==> config.mk <==
export PLATFORM = sky130hd
export DESIGN_NAME = bmm_front
export DESIGN_NICKNAME = d
export VERILOG_FILES = /design/src/design/bmm_pkg.sv /design/src/design/bmm_front.sv
export SDC_FILE = /design/constraint.sdc
export NUM_CORES = 1
export LEC_CHECK = 0
export ABC_AREA = 1
export BUFFER_PORTS_ARGS = -buffer_cell sky130_fd_sc_hd__buf_2
export CAP_MARGIN = 40
export CORE_AREA = 5 5 113 115
export CTS_CLUSTER_DIAMETER = 30
export DETAILED_ROUTE_END_ITERATION = 7
export DIE_AREA = 0 0 118 120
export GPL_TIMING_DRIVEN = 0
export PLACE_DENSITY_LB_ADDON = 0.08
export SLEW_MARGIN = 20
export SYNTH_ARGS = -nofsm -noshare
export SYNTH_HDL_FRONTEND = slang
export SYNTH_SLANG_ARGS = --single-unit
==> constraint.sdc <==
create_clock -name clock -period 7 [get_ports clock]
set_input_delay 1.4 -clock clock [delete_from_list [all_inputs] [get_ports clock]]
set_output_delay 1.4 -clock clock [all_outputs]
set_load 0.02 [all_outputs]
==> src/design/bmm_pkg.sv <==
// ----------------------------------------------------------------------------
// bmm_pkg: shared types and constants
// Item kinds, register indexes, sequencer states and binary32 constants for
// the batched matrix multiply block.
// ----------------------------------------------------------------------------
package bmm_pkg;

   localparam logic [31:0] FP_POS_ZERO  = 32'h0000_0000;
   localparam logic [31:0] FP_CANON_NAN = 32'h7FC0_0000;
   localparam logic [7:0]  FP_EXP_MAX   = 8'hFF;

   localparam logic [1:0] CSR_INNER_SIZE  = 2'd0;
   localparam logic [1:0] CSR_COL_COUNT   = 2'd1;
   localparam logic [1:0] CSR_ROW_COUNT   = 2'd2;
   localparam logic [1:0] CSR_BATCH_COUNT = 2'd3;

   typedef enum logic {
      KIND_LOAD = 1'b0,
      KIND_LEFT = 1'b1
   } item_kind_type;

   // Control part of one queued item.
   typedef struct packed {
      item_kind_type kind;
      logic          row_end;
      logic          end_batch;
      logic          end_all;
   } item_ctl_type;

   typedef enum logic [3:0] {
      ST_IDLE,
      ST_READ,
      ST_MUL,
      ST_NORM,
      ST_ROUND,
      ST_ALIGN,
      ST_ADD,
      ST_NEXT,
      ST_EMIT
   } mac_state_type;

endpackage

==> src/design/bmm_front.sv <==
// ----------------------------------------------------------------------------
// bmm_front: configuration and item classification
// Holds the size registers, tracks stream position and tags each beat as a
// right-matrix load or a left element with its row and batch markers.
// ----------------------------------------------------------------------------
module bmm_front #(
   parameter int MAX_INNER = 16,
   parameter int MAX_COLS  = 16
) (
   input  logic                  clock,
   input  logic                  reset,
   input  logic                  csr_valid,
   input  logic [1:0]            csr_index,
   input  logic [15:0]           csr_data,
   input  logic                  req_tvalid,
   input  logic                  req_tready,
   input  logic [31:0]           req_tdata,
   output logic                  push,
   output bmm_pkg::item_ctl_type push_ctl,
   output logic [((MAX_INNER*MAX_COLS > 1) ? $clog2(MAX_INNER*MAX_COLS) : 1)-1:0] push_addr,
   output logic [31:0]           push_value,
   output logic [$clog2(MAX_COLS+1)-1:0] col_size
);
   import bmm_pkg::*;

   localparam int DEPTH  = MAX_INNER * MAX_COLS;
   localparam int ADDR_W = (DEPTH > 1) ? $clog2(DEPTH) : 1;
   localparam int KN_W   = $clog2(DEPTH + 1);
   localparam int K_W    = $clog2(MAX_INNER + 1);
   localparam int C_W    = $clog2(MAX_COLS + 1);

   logic [K_W-1:0]    k_ff, k_in;
   logic [C_W-1:0]    n_ff, n_in;
   logic [15:0]       m_ff, m_in;
   logic [15:0]       b_ff, b_in;
   logic [ADDR_W-1:0] load_pos_ff, load_pos_in;
   logic              left_phase_ff, left_phase_in;
   logic [K_W-1:0]    inner_pos_ff, inner_pos_in;
   logic [ADDR_W-1:0] base_ff, base_in;
   logic [15:0]       row_pos_ff, row_pos_in;
   logic [15:0]       batch_pos_ff, batch_pos_in;
   logic [KN_W-1:0]   kn;
   logic              accept;
   logic              load_done;
   logic              row_end;
   logic              end_batch;
   logic              end_all;

   assign accept   = req_tvalid & req_tready;
   assign col_size = n_ff;
   assign kn       = KN_W'(KN_W'(k_ff) * KN_W'(n_ff));

   always_comb begin
      load_done = ((KN_W'(load_pos_ff) + KN_W'(1)) >= kn);
      row_end   = ((inner_pos_ff + K_W'(1)) >= k_ff);
      end_batch = row_end && ((17'(row_pos_ff) + 17'd1) >= 17'(m_ff));
      end_all   = end_batch && ((17'(batch_pos_ff) + 17'd1) >= 17'(b_ff));
   end

   // Size registers, clamped on the way in.
   always_comb begin
      k_in = k_ff;
      n_in = n_ff;
      m_in = m_ff;
      b_in = b_ff;
      if (csr_valid) begin
         unique case (csr_index)
            CSR_INNER_SIZE: begin
               if (csr_data[4:0] == 5'd0) k_in = K_W'(1);
               else if (int'(csr_data[4:0]) > MAX_INNER) k_in = K_W'(MAX_INNER);
               else k_in = K_W'(csr_data[4:0]);
            end
            CSR_COL_COUNT: begin
               if (csr_data[4:0] == 5'd0) n_in = C_W'(1);
               else if (int'(csr_data[4:0]) > MAX_COLS) n_in = C_W'(MAX_COLS);
               else n_in = C_W'(csr_data[4:0]);
            end
            CSR_ROW_COUNT: begin
               m_in = (csr_data == 16'd0) ? 16'd1 : csr_data;
            end
            CSR_BATCH_COUNT: begin
               b_in = (csr_data == 16'd0) ? 16'd1 : csr_data;
            end
            default: begin
               k_in = k_ff;
            end
         endcase
      end
   end

   always_comb begin
      load_pos_in   = load_pos_ff;
      left_phase_in = left_phase_ff;
      inner_pos_in  = inner_pos_ff;
      base_in       = base_ff;
      row_pos_in    = row_pos_ff;
      batch_pos_in  = batch_pos_ff;
      if (csr_valid) begin
         load_pos_in   = '0;
         left_phase_in = 1'b0;
         inner_pos_in  = '0;
         base_in       = '0;
         row_pos_in    = '0;
         batch_pos_in  = '0;
      end else if (accept) begin
         if (!left_phase_ff) begin
            if (load_done) begin
               load_pos_in   = '0;
               left_phase_in = 1'b1;
            end else begin
               load_pos_in = load_pos_ff + ADDR_W'(1);
            end
         end else if (!row_end) begin
            inner_pos_in = inner_pos_ff + K_W'(1);
            base_in      = ADDR_W'(base_ff + ADDR_W'(n_ff));
         end else begin
            inner_pos_in = '0;
            base_in      = '0;
            if (end_batch) begin
               row_pos_in    = '0;
               left_phase_in = 1'b0;
               batch_pos_in  = end_all ? 16'd0 : batch_pos_ff + 16'd1;
            end else begin
               row_pos_in = row_pos_ff + 16'd1;
            end
         end
      end
   end

   always_comb begin
      push                = accept;
      push_value          = req_tdata;
      push_ctl.kind       = left_phase_ff ? KIND_LEFT : KIND_LOAD;
      push_ctl.row_end    = left_phase_ff & row_end;
      push_ctl.end_batch  = left_phase_ff & end_batch;
      push_ctl.end_all    = left_phase_ff & end_all;
      push_addr           = left_phase_ff ? base_ff : load_pos_ff;
   end

   always_ff @(posedge clock) begin
      if (reset) begin
         k_ff          <= K_W'(1);
         n_ff          <= C_W'(1);
         m_ff          <= 16'd1;
         b_ff          <= 16'd1;
         load_pos_ff   <= '0;
         left_phase_ff <= 1'b0;
         inner_pos_ff  <= '0;
         base_ff       <= '0;
         row_pos_ff    <= '0;
         batch_pos_ff  <= '0;
      end else begin
         k_ff          <= k_in;
         n_ff          <= n_in;
         m_ff          <= m_in;
         b_ff          <= b_in;
         load_pos_ff   <= load_pos_in;
         left_phase_ff <= left_phase_in;
         inner_pos_ff  <= inner_pos_in;
         base_ff       <= base_in;
         row_pos_ff    <= row_pos_in;
         batch_pos_ff  <= batch_pos_in;
      end
   end
endmodule

==> run metrics <==
outcome complete, no violations; highest clock rate 201 MHz; clock slew seen by the registers of the worst setup and hold paths 0.07 ns; Hold-fix buffers, CTS 0; WL met1 7290 um; Met2 Routed Length 7550 um; met3 WL 635 um; critical path peak fanout 10; r2r setup slk 2.28 ns; setup bufs post-CTS 0; Top Layer Used met4; Worst Tran Pin Value 0.706 ns; CP max-delay cell dfxtp_1; Post-Syn Nets 1088; leakage power 3.95 nW; Mapped Area 0.00676 sq mm; post-synthesis register bit count 96; Layout area overhead 12.6%; Final Hold Viols 0; largest delay contributor family on the critical path simple AND/OR/NAND/NOR gates; post-DR vias/cell 5.14; routed length per instance 13.2 um; syn_area_per_cell 7.10 sq um; ys flop type dfxtp_1; Cell Rows 40; cells after synthesis 952; Detail Route Antenna Nets 0; via count 6099; Post-DP HPWL 12400 um; clk_lat worst skew 0.35 ns; first-pass GRT wire length 27000 um; Worst slew margin 52.8%; HP Class flip-flop to flip-flop; Initial Util 57.7%; total chip power 0.00131 W; CTS tree built; FFs w/ async S/R, synth 0%; Worst Path Required 5.60 ns; Crit Path Category flip-flop to output port; port bufs 72; GRT Total Usage 22.8%; depth of the CTS H-tree 3; final WL 15700 um; critical-path cell list nand3_1, nor3_1, nand2_1, nor3_2, nand2_1, xnor2_1, ha_1, nand2_1, nor2_1, nand3_1, nand3_1, nor2_1, nand2_2, nand3_2, buf_6, nor2_1, buf_2; GP Congestion 0.883; sequential share of the synthesized area 28.4%; CTS root buffer clkbuf_16; Die ar. 0.0142 sq mm; Synth warnings 0; I/O pin count 105; FF-to-FF Start col_size[4]; EDFF count, synth 0; slowest cell delay on critical path 0.39 ns; FF-to-FF path depth 19; fillcell total 1128; share of layout cells above drive strength 1 14.7%; worst hold endpoint b_ff[8]; CTS Buf Count 9; router iterations before antenna repair 5; VDD IR-drop max 0.109 mV; Residual DRC 0; Post-CTS Resized 0; RSZ-0062 raised after global routing no; GRT Residual Overflow 0; Antenna diodes 0; CP Capture Type output port; fin crit share 71.2%; DRT iter0 DRCs 418; Worst Skew 0.0102 ns; initial antenna violation count 0; clk sinks 96; post-route setup TNS 0 ns; clk buf depth 2; final setup fails 0; core footprint 0.0117 sq mm; Max Cap Viol 0; Synth cell types 40; largest net degree at the start of global routing 17; Min Hold Slack 0.461 ns; NumNets Final 1171; Buf+Inv Stages, Crit Path 2; die span in y 120 um; Critical Path Source Type flip-flop; Die X 118 um; Pins Over Slew Limit 0; RR Endpoint load_pos_ff[2]; number of global-route vias before repair 5851; worst endpoint data arrival time 3.58 ns; worst hold path startpoint b_ff[8]; WHS Path Cells 2; Period minus WS final 4.98 ns; Pwr per Cell Area 172 mW/mm^2
synthesized netlist by cell type (all sizes together), types with 9 or more instances:
master	count	area (sq um)
a21oi	80	412
nand2	184	718
fa	9	180
inv	159	597
nor3	17	95.1
xor2	24	210
nand4	10	62.6
nand3	72	390
ha	72	901
nor2	69	295
dfxtp	96	1920
o21ai	67	335
clkbuf	12	45.0
buf	39	289
xnor2	12	105
worst max path at each step:
stage                        startpoint  cells past startpoint        endpoint
after floorplan             col_size[4]                     19  load_pos_ff[1]
after global placement      col_size[4]                     18  load_pos_ff[1]
after detailed placement    col_size[4]                     18  load_pos_ff[1]
after CTS                 row_pos_ff[2]                     17     push_ctl[0]
after global routing      row_pos_ff[0]                     17     push_ctl[0]
final                     row_pos_ff[2]                     17     push_ctl[0]
sequential cells by signal, summed over array words and instances, names as in the netlist:
| signal | count |
|---|---|
| b_ff | 16 |
| batch_pos_ff | 16 |
| m_ff | 16 |
| row_pos_ff | 16 |
| base_ff | 8 |
| load_pos_ff | 8 |
| col_size | 5 |
| inner_pos_ff | 5 |
| k_ff | 5 |
| left_phase_ff | 1 |
layout make-up:
cell class	count	area [sq um]	share of cell area, %
multi-input cells	644	3900	51.3
flip-flops and latches	96	1920	25.2
inverters	161	604	7.94
repair buffers	72	360	4.73
plain buffers	51	334	4.39
clock buffers	11	243	3.19
well taps	147	184	2.42
clock inverters	5	63.8	0.838
per-stage QoR:
stage	cell area [sq um]	cells	util, %	setup slack [ns]
after global placement	7310	1171	62.4	2.25
after floorplan	6760	952	-	2.69
final	7610	1187	65.0	2.02
after global routing	7610	1187	65.0	1.66
after CTS	7610	1187	65.0	2.00
after detailed placement	7310	1171	62.4	2.22
placed cells by master (no fill, tap or decap), types with 3 or more instances in the layout:
master	instances
buf_2	75
nand3b_1	6
xor2_1	24
inv_1	155
inv_2	4
clkbuf_16	9
dfxtp_1	96
clkbuf_1	13
ha_1	72
nor4_1	3
o21ai_0	59
o21a_1	3
a211oi_1	3
nand2_1	177
xnor2_1	12
nor3_1	15
nand4_1	10
or2_2	4
buf_4	35
o21ai_1	8
fa_1	9
nor2_1	64
nand2_2	5
nand3_1	69
a21oi_1	79
tightest hold or removal path: cells and delay by family (launching register included):
kind	cells	cell delay, ns
flip-flops	1	0.30
buffers and inverters	1	0.06
AO/OA/AOI/OAI	1	0.06
per-layer routing:
metal / vias to the layer above / track usage, %
met4: 0 / 5.59
li1: 3214 / -
met2: 133 / 39.3
met1: 2732 / 30.0
met5: - / 0
met3: 20 / 3.20
power by group:
group          internal [W]  switching [W]
Sequential         0.000561      0.0000140
Combinational     0.0000806       0.000139
Clock              0.000290       0.000225
Total              0.000931       0.000378
kinds of logic after synthesis:
family / count (synthesis) / synth area share, %
adders and majority gates: 81 / 16.0
DFF: 96 / 28.4
and+or+nand+nor: 368 / 24.7
xor gates and xnor gates: 36 / 4.66
buffers and inverters: 212 / 13.9
AOI/OAI and AO/OA: 159 / 12.4
Note: power is estimated with default switching activity, not from simulation.
