**config.mk**
```make
export PLATFORM = sky130hd
export DESIGN_NAME = bmm_queue
export DESIGN_NICKNAME = d
export VERILOG_FILES = /design/src/design/bmm_queue.sv
export SDC_FILE = /design/constraint.sdc
export NUM_CORES = 1
export LEC_CHECK = 0
export BUFFER_PORTS_ARGS = -buffer_cell sky130_fd_sc_hd__buf_2
export CORE_MARGIN = 1
export CORE_UTILIZATION = 45
export CTS_BUF_LIST = sky130_fd_sc_hd__clkbuf_16
export DETAILED_ROUTE_END_ITERATION = 10
export GPL_TIMING_DRIVEN = 1
export HOLD_SLACK_MARGIN = 0.08
export PLACE_DENSITY = 0.7
export SETUP_SLACK_MARGIN = 0.05
export SLEW_MARGIN = 20
export SYNTH_ARGS = -nofsm -noshare
export SYNTH_HDL_FRONTEND = slang
export SYNTH_SLANG_ARGS = --single-unit
```
**constraint.sdc**
```tcl
create_clock -name clock -period 2.6 [get_ports clock]
set_clock_uncertainty 0.1 [all_clocks]
set_input_delay 0.13 -clock clock [delete_from_list [all_inputs] [get_ports clock]]
set_output_delay 0.13 -clock clock [all_outputs]
set_load 0.05 [all_outputs]
```
**src/design/bmm_queue.sv**
```systemverilog
// ----------------------------------------------------------------------------
// bmm_queue: two-entry item queue
// Decouples the classifying front end from the arithmetic back end.
// ----------------------------------------------------------------------------
module bmm_queue #(
   parameter int WIDTH = 40
) (
   input  logic             clock,
   input  logic             reset,
   input  logic             push,
   input  logic [WIDTH-1:0] push_data,
   input  logic             pop,
   output logic [WIDTH-1:0] pop_data,
   output logic             full,
   output logic             empty
);
   logic [WIDTH-1:0] slot_ff [2];
   logic             wr_ptr_ff, wr_ptr_in;
   logic             rd_ptr_ff, rd_ptr_in;
   logic [1:0]       count_ff, count_in;

   assign full     = (count_ff == 2'd2);
   assign empty    = (count_ff == 2'd0);
   assign pop_data = slot_ff[rd_ptr_ff];

   always_comb begin
      wr_ptr_in = wr_ptr_ff ^ push;
      rd_ptr_in = rd_ptr_ff ^ pop;
      count_in  = count_ff + {1'b0, push} - {1'b0, pop};
   end

   always_ff @(posedge clock) begin
      if (reset) begin
         wr_ptr_ff <= 1'b0;
         rd_ptr_ff <= 1'b0;
         count_ff  <= 2'd0;
      end else begin
         wr_ptr_ff <= wr_ptr_in;
         rd_ptr_ff <= rd_ptr_in;
         count_ff  <= count_in;
      end
   end

   always_ff @(posedge clock) begin
      if (push) begin
         slot_ff[wr_ptr_ff] <= push_data;
      end
   end
endmodule

```
==> results of run 1 <==
[how the worst max path moves through the flow]
stage / cells after the start / slack (ps) / end / startpoint
5_1_grt: 3 / 640 / pop_data[39] / rd_ptr_ff$_SDFF_PP0_
3_3_place_gp: 3 / 1040 / pop_data[39] / rd_ptr_ff$_SDFF_PP0_
2_1_floorplan: 2 / 750 / slot_ff[0][0]$_DFFE_PP_ / wr_ptr_ff$_SDFF_PP0_
3_5_place_dp: 3 / 1030 / pop_data[39] / rd_ptr_ff$_SDFF_PP0_
4_1_cts: 3 / 670 / pop_data[39] / rd_ptr_ff$_SDFF_PP0_
6_report: 3 / 710 / pop_data[39] / rd_ptr_ff$_SDFF_PP0_
[per-stage QoR]
stage / cell area, sq um / hold WS, ps / power (uW)
6_report: 4540 / 265 / 3580
3_5_place_dp: 3810 / 221 / 2280
2_1_floorplan: 3290 / 96.7 / 2160
5_1_grt: 4540 / 281 / 3720
3_3_place_gp: 3810 / 219 / 2270
4_1_cts: 4540 / 261 / 3620
[metal layers]
layer,part of all wire,GRT usage
met1,0.40,0.174
met2,0.55,0.270
met3,0.036,0.0474
met4,0.022,0.0686
met5,0,0
[cell families (layout without fill, tap and decap cells)]
logic type,Yosys count,count (layout),synth area share
buffers and inverters,8,151,0.0312
flip-flops,84,84,0.754
multiplexers,40,40,0.181
XOR/XNOR,2,2,0.00951
AND/OR/NAND/NOR,6,6,0.00836
adder cells (fa/ha/maj),4,4,0.0152
[sequential cells by signal (all words and copies together) (netlist names)]
| register | count |
|---|---|
| wr_ptr_ff | 1 |
| slot_ff | 80 |
| count_ff | 2 |
| rd_ptr_ff | 1 |
[cell usage after synthesis]
master    instances
buf_12            4
buf_6             1
dfxtp_1           4
edfxtp_1         80
ha_1              4
inv_1             3
mux2_2            1
mux2_4           39
nor2_1            4
nor2b_1           2
xnor2_1           1
xnor3_1           1
[worst max-delay path, stage by stage (launching register included)]
cell     delay, ps
dfxtp_2        320
buf_4          410
mux2_2         380
buf_2          210
[area by class of cell]
cell class / count / area (sq um)
inverters: 3 / 11.3
well taps: 96 / 120
fillers: 498 / 2400
repair buffers: 132 / 911
flip-flops and latches: 84 / 2480
multi-input cells: 52 / 711
clock buffers: 9 / 225
clock inverters: 7 / 82.6
[repair_timing]
action,4_1_cts,5_1_grt
hold buffers,43,0
setup endpoints to repair,0,0
endpoints found under the hold margin,84,0
resized for setup,0,0
[power groups by stage]
stage                     clock [uW]  sequential, uW  combinational, uW
after CTS                       1310            1610                703
after detailed placement           0            1630                650
final                           1280            1610                695
after global placement             0            1630                645
after global routing            1380            1610                734
after floorplan                    0            1630                531
==> flow_summary_export.csv, run 1 <==
group,metric,value,unit
synthesis,synth_top_area_cell,"edfxtp_1",
power_and_ir_drop,power_density,788,nW/um^2
sta,finalWorstSetupSlack,712,ps
synthesis,syn_area,3290,sq um
routing,vias,1715,
placed_design,gp_congestion,0.681,
routing,drt_iter0_markers,44,
synthesis,ys_types,12,
worst_hold_path,worstHoldStart,"pop",
final_layout,utilization,0.654,
grt,grt_max_degree,28,
sta,tightest_slew,553,ps
power_and_ir_drop,power_frac_seq,0.449,
sta,rsz0062_at_grt,"no",
synthesis,synth-seq-cells,84,
sta,fin_crit_sh,0.726,
setup_path,crit_path_start_kind,"flip-flop",
clocking,clkSlewWorstSetupHoldPaths,50,ps
synthesis,syn_avg_cell_area,22.9,sq um
routing,drc,0,
clocking,cts_sinks,84,
setup_path,critPathKind,"reg -> out",
placed_design,place_inst,324,
clocking,cts_setup_buffers,0,
routing,wirelength,5420,um
clocking,cts-root-buf,"clkbuf_16",
sta,drv_slew,0,
final_layout,syn_to_final_growth,38.1,%
final_layout,final_cell_mix,"buf_2 (85), edfxtp_1 (80), dlygate4sd3_1 (43)",
grt,grt-ovfl-total,0,
clocking,clk_path_buf_depth,2,
placed_design,portBuffers,85,
grt,grt_pass1_vias,1750,
synthesis,syn-instance-count,144,
die,die_w,87.5,um
synthesis,syn_nets,192,
sta,setup_violations,0,
sta,setup_tns,0,ps
setup_path,reg2reg_slack,1050,ps
die,core,6940,sq um
worst_hold_path,min_path_cells,4,
setup_path,crit_fanout,27,
setup_path,cp.arrival,1660,ps
final_layout,diodes,0,
routing,detail_route.wl_per_cell,14.2,um
power_and_ir_drop,clockPowerShare,0.357,
synthesis,synth_top_area_frac,0.730,
clocking,clk_latency,320,ps
setup_path,ff2ff_path_depth,3,
sta,fmax,0.530,GHz
routing,drt_pass1_iterations,4,
power_and_ir_drop,p_sw,908,uW
grt,grt_pass1_wl,8420,um
final_layout,nNetsFinal,330,
setup_path,r2r-end,"slot_ff[0][30]$_DFFE_PP_",
placed_design,dp_slack,1030,ps
power_and_ir_drop,leakagePower,0.00185,uW
power_and_ir_drop,comb_power_share,0.194,
setup_path,required,2370,ps
sta,finalCriticalPeriod,1890,ps
die,row_count,30,
final_layout,finalNonFillerCells,383,
grt,grtUsageTotal,0.154,
power_and_ir_drop,p_int,2670,uW
synthesis,yosysSeqAreaShare,0.754,
final_layout,layout-drive-gt1-share,0.509,
sta,hold_viol,0,
die,io_pins,86,
die,die_area,7660,sq um
grt,antenna_found_initial,0,
setup_path,rr_startpoint,"wr_ptr_ff$_SDFF_PP0_",
power_and_ir_drop,switching_share,0.254,
worst_hold_path,holdCritPathClass,"in -> reg",
clocking,numCtsBuffers,9,
power_and_ir_drop,ir_drop,0.565,mV
outcome,status,"complete, no violations",
final_layout,layout_commonest_cell,"buf_2",
synthesis,ys_warn_count,0,
die,start_util,0.474,
synthesis,synthTopCellsByArea,"edfxtp_1 (73%), mux2_4 (18%), buf_12 (2.4%)",
routing,viasPerCell,4.48,
flow_run,cap_viol_max_count,0,
clocking,cts_tree,"done",
worst_hold_path,min_to,"count_ff[1]$_SDFF_PP0_",
sta,maxSlewHeadroom,0.631,
routing,ant_nets,0,
clocking,cts_max_level,3,
die,die_h,87.5,um
setup_path,crit_path_end_kind,"output pin",
Note: power is estimated with default switching activity, not from simulation.
==> run 2: changes to the inputs <==
PLACE_DENSITY = 0.72   (was 0.7)
clock period = 1.6 ns   (was 2.6 ns; I/O delays follow)
==> run 2 against run 1 <==
Effect of this change: the flow now finishes with violations (setup timing); register-to-register slack got worse by 930 ps; via count rose by 5.9%; critical path depth rose by 1; sequential cell count did not move; final cell count rose by 3.4%; wire length rose by 15%; combinational power rose by 110%; setup slack got worse by 760 ps; clock power rose by 46%.
==> flow_summary_export.csv, run 2 (synthesized netlist as in run 1, its figures left out) <==
group,metric,value,unit
die,io_pins,86,
die,start_util,0.474,
setup_path,cp.arrival,1470,ps
grt,grt-ovfl-total,0,
clocking,clkSlewWorstSetupHoldPaths,60,ps
grt,grtUsageTotal,0.174,
power_and_ir_drop,switching_share,0.274,
final_layout,multiInputGateArea,714,sq um
sta,fmax,0.606,GHz
setup_path,cp_common_cell,"buf_6",
clocking,cts_sinks,84,
setup_path,crit_fanout,5,
final_layout,final_cell_mix,"edfxtp_1 (80), buf_2 (45), dlygate4sd3_1 (44)",
die,core,6940,sq um
setup_path,crit_family,"buffers and inverters",
placed_design,portBuffers,85,
grt,grt_pass1_wl,9450,um
placed_design,dpl_cell_area,3840,sq um
routing,drc,0,
setup_path,crit_path_end_kind,"output pin",
final_layout,diodes,0,
power_and_ir_drop,p_sw,1640,uW
power_and_ir_drop,power_frac_seq,0.438,
routing,drt_pass1_iterations,4,
grt,grt_pass1_vias,1906,
final_layout,largest_reg_flops,80,
final_layout,layout-drive-gt1-share,0.530,
setup_path,critPathBufInv,3,
clocking,clk_latency,320,ps
worst_hold_path,min_path_cells,2,
setup_path,path_depth,4,
routing,ant_nets,0,
sta,tightest_slew,286,ps
clocking,clk_path_buf_depth,2,
sta,hold_viol,0,
sta,setup_violations,27,
setup_path,path_cells,"buf_6 -> clkbuf_16 -> mux2_4 -> buf_6",
power_and_ir_drop,clockPowerShare,0.314,
sta,fin_crit_sh,1.03,
die,row_count,30,
flow_run,cap_viol_max_count,0,
setup_path,crit_path_start_kind,"flip-flop",
placed_design,hpwlAfterDp,3240,um
grt,antenna_found_initial,0,
setup_path,critPathKind,"reg -> out",
clocking,cts-root-buf,"clkbuf_16",
die,die_w,87.5,um
final_layout,fin_area,5070,sq um
clocking,cts_tree,"done",
sta,setup_tns,-751,ps
routing,wirelength,6240,um
final_layout,regMostFlops,"slot_ff",
final_layout,regArea,2490,sq um
final_layout,syn_to_final_growth,54.2,%
outcome,violations,"setup timing",
sta,finalWorstSetupSlack,-49.3,ps
routing,viasPerCell,4.59,
die,die_area,7660,sq um
sta,finalCriticalPeriod,1650,ps
outcome,status,"finished, violations left",
clocking,numCtsBuffers,9,
power_and_ir_drop,p_int,4330,uW
power_and_ir_drop,leakagePower,0.00204,uW
setup_path,cp_slowest_stage_delay,400,ps
final_layout,nNetsFinal,343,
grt,grt_max_degree,22,
final_layout,fillerInstances,407,
routing,drt_iter0_markers,75,
power_and_ir_drop,power_density,1180,nW/um^2
clocking,cts_max_level,3,
setup_path,slowest_stage,"dfxtp_4",
sta,rsz0062_at_grt,"yes",
setup_path,required,1420,ps
worst_hold_path,holdCritPathClass,"in -> reg",
placed_design,gp_congestion,0.646,
power_and_ir_drop,comb_power_share,0.248,
routing,vias,1816,
final_layout,reg.largest.list,"slot_ff x80, count_ff x2",
die,die_h,87.5,um
setup_path,ff2ff_path_depth,4,
placed_design,dp_slack,197,ps
final_layout,layout_commonest_cell,"edfxtp_1",
power_and_ir_drop,ir_drop,0.709,mV
sta,maxSlewHeadroom,0.809,
sta,drv_slew,0,
routing,detail_route.wl_per_cell,15.7,um
run 2: cell count changes in the layout (fill, tap and decap cells not counted), moves of 2 or more:
cell | previous run | this run
clkinvlp_4 | 0 | 2
bufinv_16 | 2 | 0
buf_16 | 0 | 4
clkbuf_16 | 9 | 11
inv_6 | 0 | 2
clkinv_2 | 3 | 1
buf_6 | 0 | 30
buf_2 | 85 | 45
buf_12 | 2 | 5
buf_8 | 0 | 12
run 2: per-stage QoR:
stage          power, uW  instances  hold WS, ps   util
5_1_grt             6170        396          377  0.731
6_report            5960        396          374  0.731
2_1_floorplan       3510        144         46.7      -
3_5_place_dp        3720        325          171  0.553
3_3_place_gp        3710        325          167  0.553
4_1_cts             5970        393          367  0.721
run 2: worst reg2reg max path: stages, from the launching register on:
cell and delay, ps:
dfxtp_1 340, inv_1 50, ha_2 300, nor2_1 40
dlygate4sd3_1 540
run 2: layout make-up:
cell class	instances	area share
multi-input cells	52	0.141
inverters	3	0.00222
clock inverters	7	0.00986
flip-flops and latches	84	0.490
clock buffers	9	0.0444
well taps	96	0.0237
repair buffers	145	0.289
run 2: per-layer routing:
metal / track usage / share of wire
met4: 0.0790 / 0.011
met1: 0.205 / 0.42
met2: 0.298 / 0.51
met3: 0.0483 / 0.053
met5: 0 / 0
run 2: repair_timing:
item | in CTS | in global routing
endpoints found under the setup margin | 40 | 40
gates resized for setup | 98 | 2
endpoints found under the hold margin | 84 | 0
hold buffers | 44 | 0
buffers inserted | 4 | 1
cloned | 4 | 2
run 2: worst paths after layout:
kind | start | end | slack, ps
max | rd_ptr_ff$_SDFF_PP0_ | pop_data[21] | -50
min | push_data[29] | slot_ff[1][29]$_DFFE_PP_ | 370
max reg2reg | wr_ptr_ff$_SDFF_PP0_ | wr_ptr_ff$_SDFF_PP0_ | 120
min reg2reg | count_ff[1]$_SDFF_PP0_ | count_ff[1]$_SDFF_PP0_ | 550
run 2: power by group through the flow:
| stage | combinational (uW) | sequential [uW] | clock, uW |
|---|---|---|---|
| 2_1_floorplan | 865 | 2640 | 0 |
| 3_3_place_gp | 1060 | 2650 | 0 |
| 5_1_grt | 1540 | 2620 | 2000 |
| 6_report | 1480 | 2610 | 1870 |
| 3_5_place_dp | 1070 | 2650 | 0 |
| 4_1_cts | 1450 | 2610 | 1910 |
==> run 3: changes to the inputs <==
ABC_AREA = 1   (was default)
PLACE_DENSITY = 0.7   (was 0.72)
clock period = 1.7 ns   (was 1.6 ns; I/O delays follow)
==> run 3 against run 2 <==
Effect of this change: the run now ends clean; design area fell by 8.7%; largest power group unchanged; final cell count fell by 0.25%; highest routed layer unchanged; worst hold slack barely moved; global-route usage fell by 2.5 points; critical endpoint is now pop_data[12]; clock power rose by 13%; register-to-register slack improved by 100 ps; die area rose by 0.25%; sequential share of layout area rose by 4.7 points; sequential power fell by 6%.
==> flow_summary_export.csv, run 3 <==
group,metric,value,unit
power_and_ir_drop,switching_share,0.247,
routing,vias,1789,
clocking,cts-root-buf,"clkbuf_16",
setup_path,critPathKind,"reg -> out",
power_and_ir_drop,p_int,4230,uW
grt,grtUsageTotal,0.149,
power_and_ir_drop,ir_drop,0.768,mV
power_and_ir_drop,clockPowerShare,0.377,
final_layout,final_cell_mix,"buf_2 (84), edfxtp_1 (80), dlygate4sd3_1 (44)",
worst_hold_path,holdCritPathClass,"in -> reg",
placed_design,dp_slack,295,ps
setup_path,crit_fanout,17,
synthesis,ys_warn_count,0,
final_layout,fin_area,4630,sq um
placed_design,gp_congestion,0.638,
final_layout,largest_reg_flops,80,
clocking,clk_path_buf_depth,2,
sta,finalWorstSetupSlack,73.8,ps
setup_path,cp_slowest_stage_delay,390,ps
clocking,cts_setup_buffers,0,
setup_path,cp.arrival,1440,ps
die,die_h,87.6,um
die,start_util,0.475,
clocking,clk_latency,320,ps
clocking,cts_sinks,84,
grt,grt-ovfl-total,0,
clocking,cts_max_level,3,
synthesis,synth_most_common_cell,"edfxtp_1",
die,core,6940,sq um
setup_path,required,1510,ps
sta,timing.hold.ws,373,ps
synthesis,syn-instance-count,152,
power_and_ir_drop,comb_power_share,0.187,
power_and_ir_drop,power,5620,uW
synthesis,syn_area,3300,sq um
setup_path,ff2ff_path_depth,4,
sta,hold_viol,0,
final_layout,syn_to_final_growth,40.4,%
sta,setup_violations,0,
power_and_ir_drop,power_frac_seq,0.436,
sta,finalCriticalPeriod,1630,ps
power_and_ir_drop,p_sw,1390,uW
routing,drt_iter0_markers,71,
sta,maxSlewHeadroom,0.790,
clocking,clkSlewWorstSetupHoldPaths,60,ps
final_layout,layout_commonest_cell,"buf_2",
sta,tightest_slew,315,ps
synthesis,ys_types,13,
grt,antenna_found_initial,0,
die,io_pins,86,
routing,ant_nets,0,
clocking,cts_tree,"done",
die,die_area,7680,sq um
synthesis,synth_async_sr_flop_share,0,
final_layout,diodes,0,
final_layout,nNetsFinal,342,
die,row_count,30,
sta,fin_crit_sh,0.957,
outcome,status,"complete, no violations",
grt,grt_pass1_wl,8180,um
placed_design,hpwlAfterDp,3380,um
routing,viasPerCell,4.53,
synthesis,synth_top_area_cell,"edfxtp_1",
worst_hold_path,min_path_cells,2,
routing,wirelength,5480,um
sta,fmax,0.615,GHz
synthesis,yosysSeqAreaShare,0.752,
setup_path,path_cells,"buf_12 -> mux2_4 -> buf_2",
synthesis,syn_nets,200,
synthesis,synth-seq-cells,84,
sta,drv_slew,0,
synthesis,synth-main-ff-cell,"edfxtp_1",
power_and_ir_drop,power_density,1210,nW/um^2
setup_path,crit_path_start_kind,"flip-flop",
grt,grt_max_degree,25,
placed_design,portBuffers,85,
routing,drt_pass1_iterations,4,
die,die_w,87.6,um
final_layout,layout-drive-gt1-share,0.495,
final_layout,reg.largest.list,"slot_ff x80, count_ff x2",
final_layout,regMostFlops,"slot_ff",
clocking,numCtsBuffers,9,
grt,grt_pass1_vias,1773,
synthesis,synthTopCellsByArea,"edfxtp_1 (73%), mux2_4 (18%), buf_12 (2.4%)",
setup_path,crit_path_end_kind,"output pin",
flow_run,cap_viol_max_count,0,
sta,rsz0062_at_grt,"yes",
routing,drc,0,
setup_path,slowest_stage,"dfxtp_4",
power_and_ir_drop,leakagePower,0.00190,uW
synthesis,syn_avg_cell_area,21.7,sq um
synthesis,synth_edf_count,80,
synthesis,synthTopCellsByCount,"edfxtp_1 (80), mux2_4 (39), inv_1 (7)",
sta,setup_tns,0,ps
routing,detail_route.wl_per_cell,13.9,um
synthesis,synth_top_area_frac,0.728,
placed_design,dpl_cell_area,3820,sq um
[run 3: cells by family after synthesis]
kind of cell | synth area share
DFF | 0.752
muxes | 0.181
buffers and inverters | 0.0356
and+or+nand+nor | 0.0118
adders and majority gates | 0.0152
AOI/OAI and AO/OA | 0.00152
xor gates and xnor gates | 0.00266
[run 3: power groups by stage]
stage / logic (uW) / clock network [uW] / registers (uW)
floorplan: 786 / 0 / 2480
global placement: 948 / 0 / 2490
detailed placement: 958 / 0 / 2490
CTS: 1040 / 2160 / 2450
global route: 1110 / 2250 / 2460
finish: 1050 / 2120 / 2450
[run 3: metrics by stage]
stage / utilization / std cells
5_1_grt: 0.667 / 395
3_3_place_gp: 0.550 / 334
2_1_floorplan: - / 152
6_report: 0.667 / 395
4_1_cts: 0.661 / 394
3_5_place_dp: 0.550 / 334
[run 3: layout make-up]
class	count	area, sq um
timing repair buffer	136	963
fill	484	2310
clock buffer	9	225
multi-input combinational	56	704
sequential	84	2490
inverter	7	26.3
tap	96	120
clock inverter	7	106
[run 3: routing by layer]
layer	wire length (um)	GRT usage	vias up	part of all wire
li1	-	-	864	-
met2	2780	0.259	58	0.51
met1	2370	0.174	857	0.43
met3	228	0.0358	10	0.042
met5	0	0	-	0
met4	93	0.0715	0	0.017
[run 3: critical path, delay by kind of cell, from the launching register on]
family | cells | cell delay (ps)
buf+inv | 2 | 400
flops | 1 | 390
mux | 1 | 310
[run 3: path summary, 6_finish.rpt]
path | slack (ps) | end | from
worst min register to register | 490 | count_ff[1]$_SDFF_PP0_ | count_ff[1]$_SDFF_PP0_
worst max register to register | 220 | wr_ptr_ff$_SDFF_PP0_ | wr_ptr_ff$_SDFF_PP0_
worst min-delay path | 370 | slot_ff[0][14]$_DFFE_PP_ | push_data[14]
worst max-delay path | 70 | pop_data[12] | rd_ptr_ff$_SDFF_PP0_
[run 3: timing repair]
action | CTS | global route
setup endpoints to repair | 17 | 37
cloned | 0 | 1
hold buffers | 44 | 0
gates resized for setup | 1 | 5
hold endpoints to repair | 84 | 0
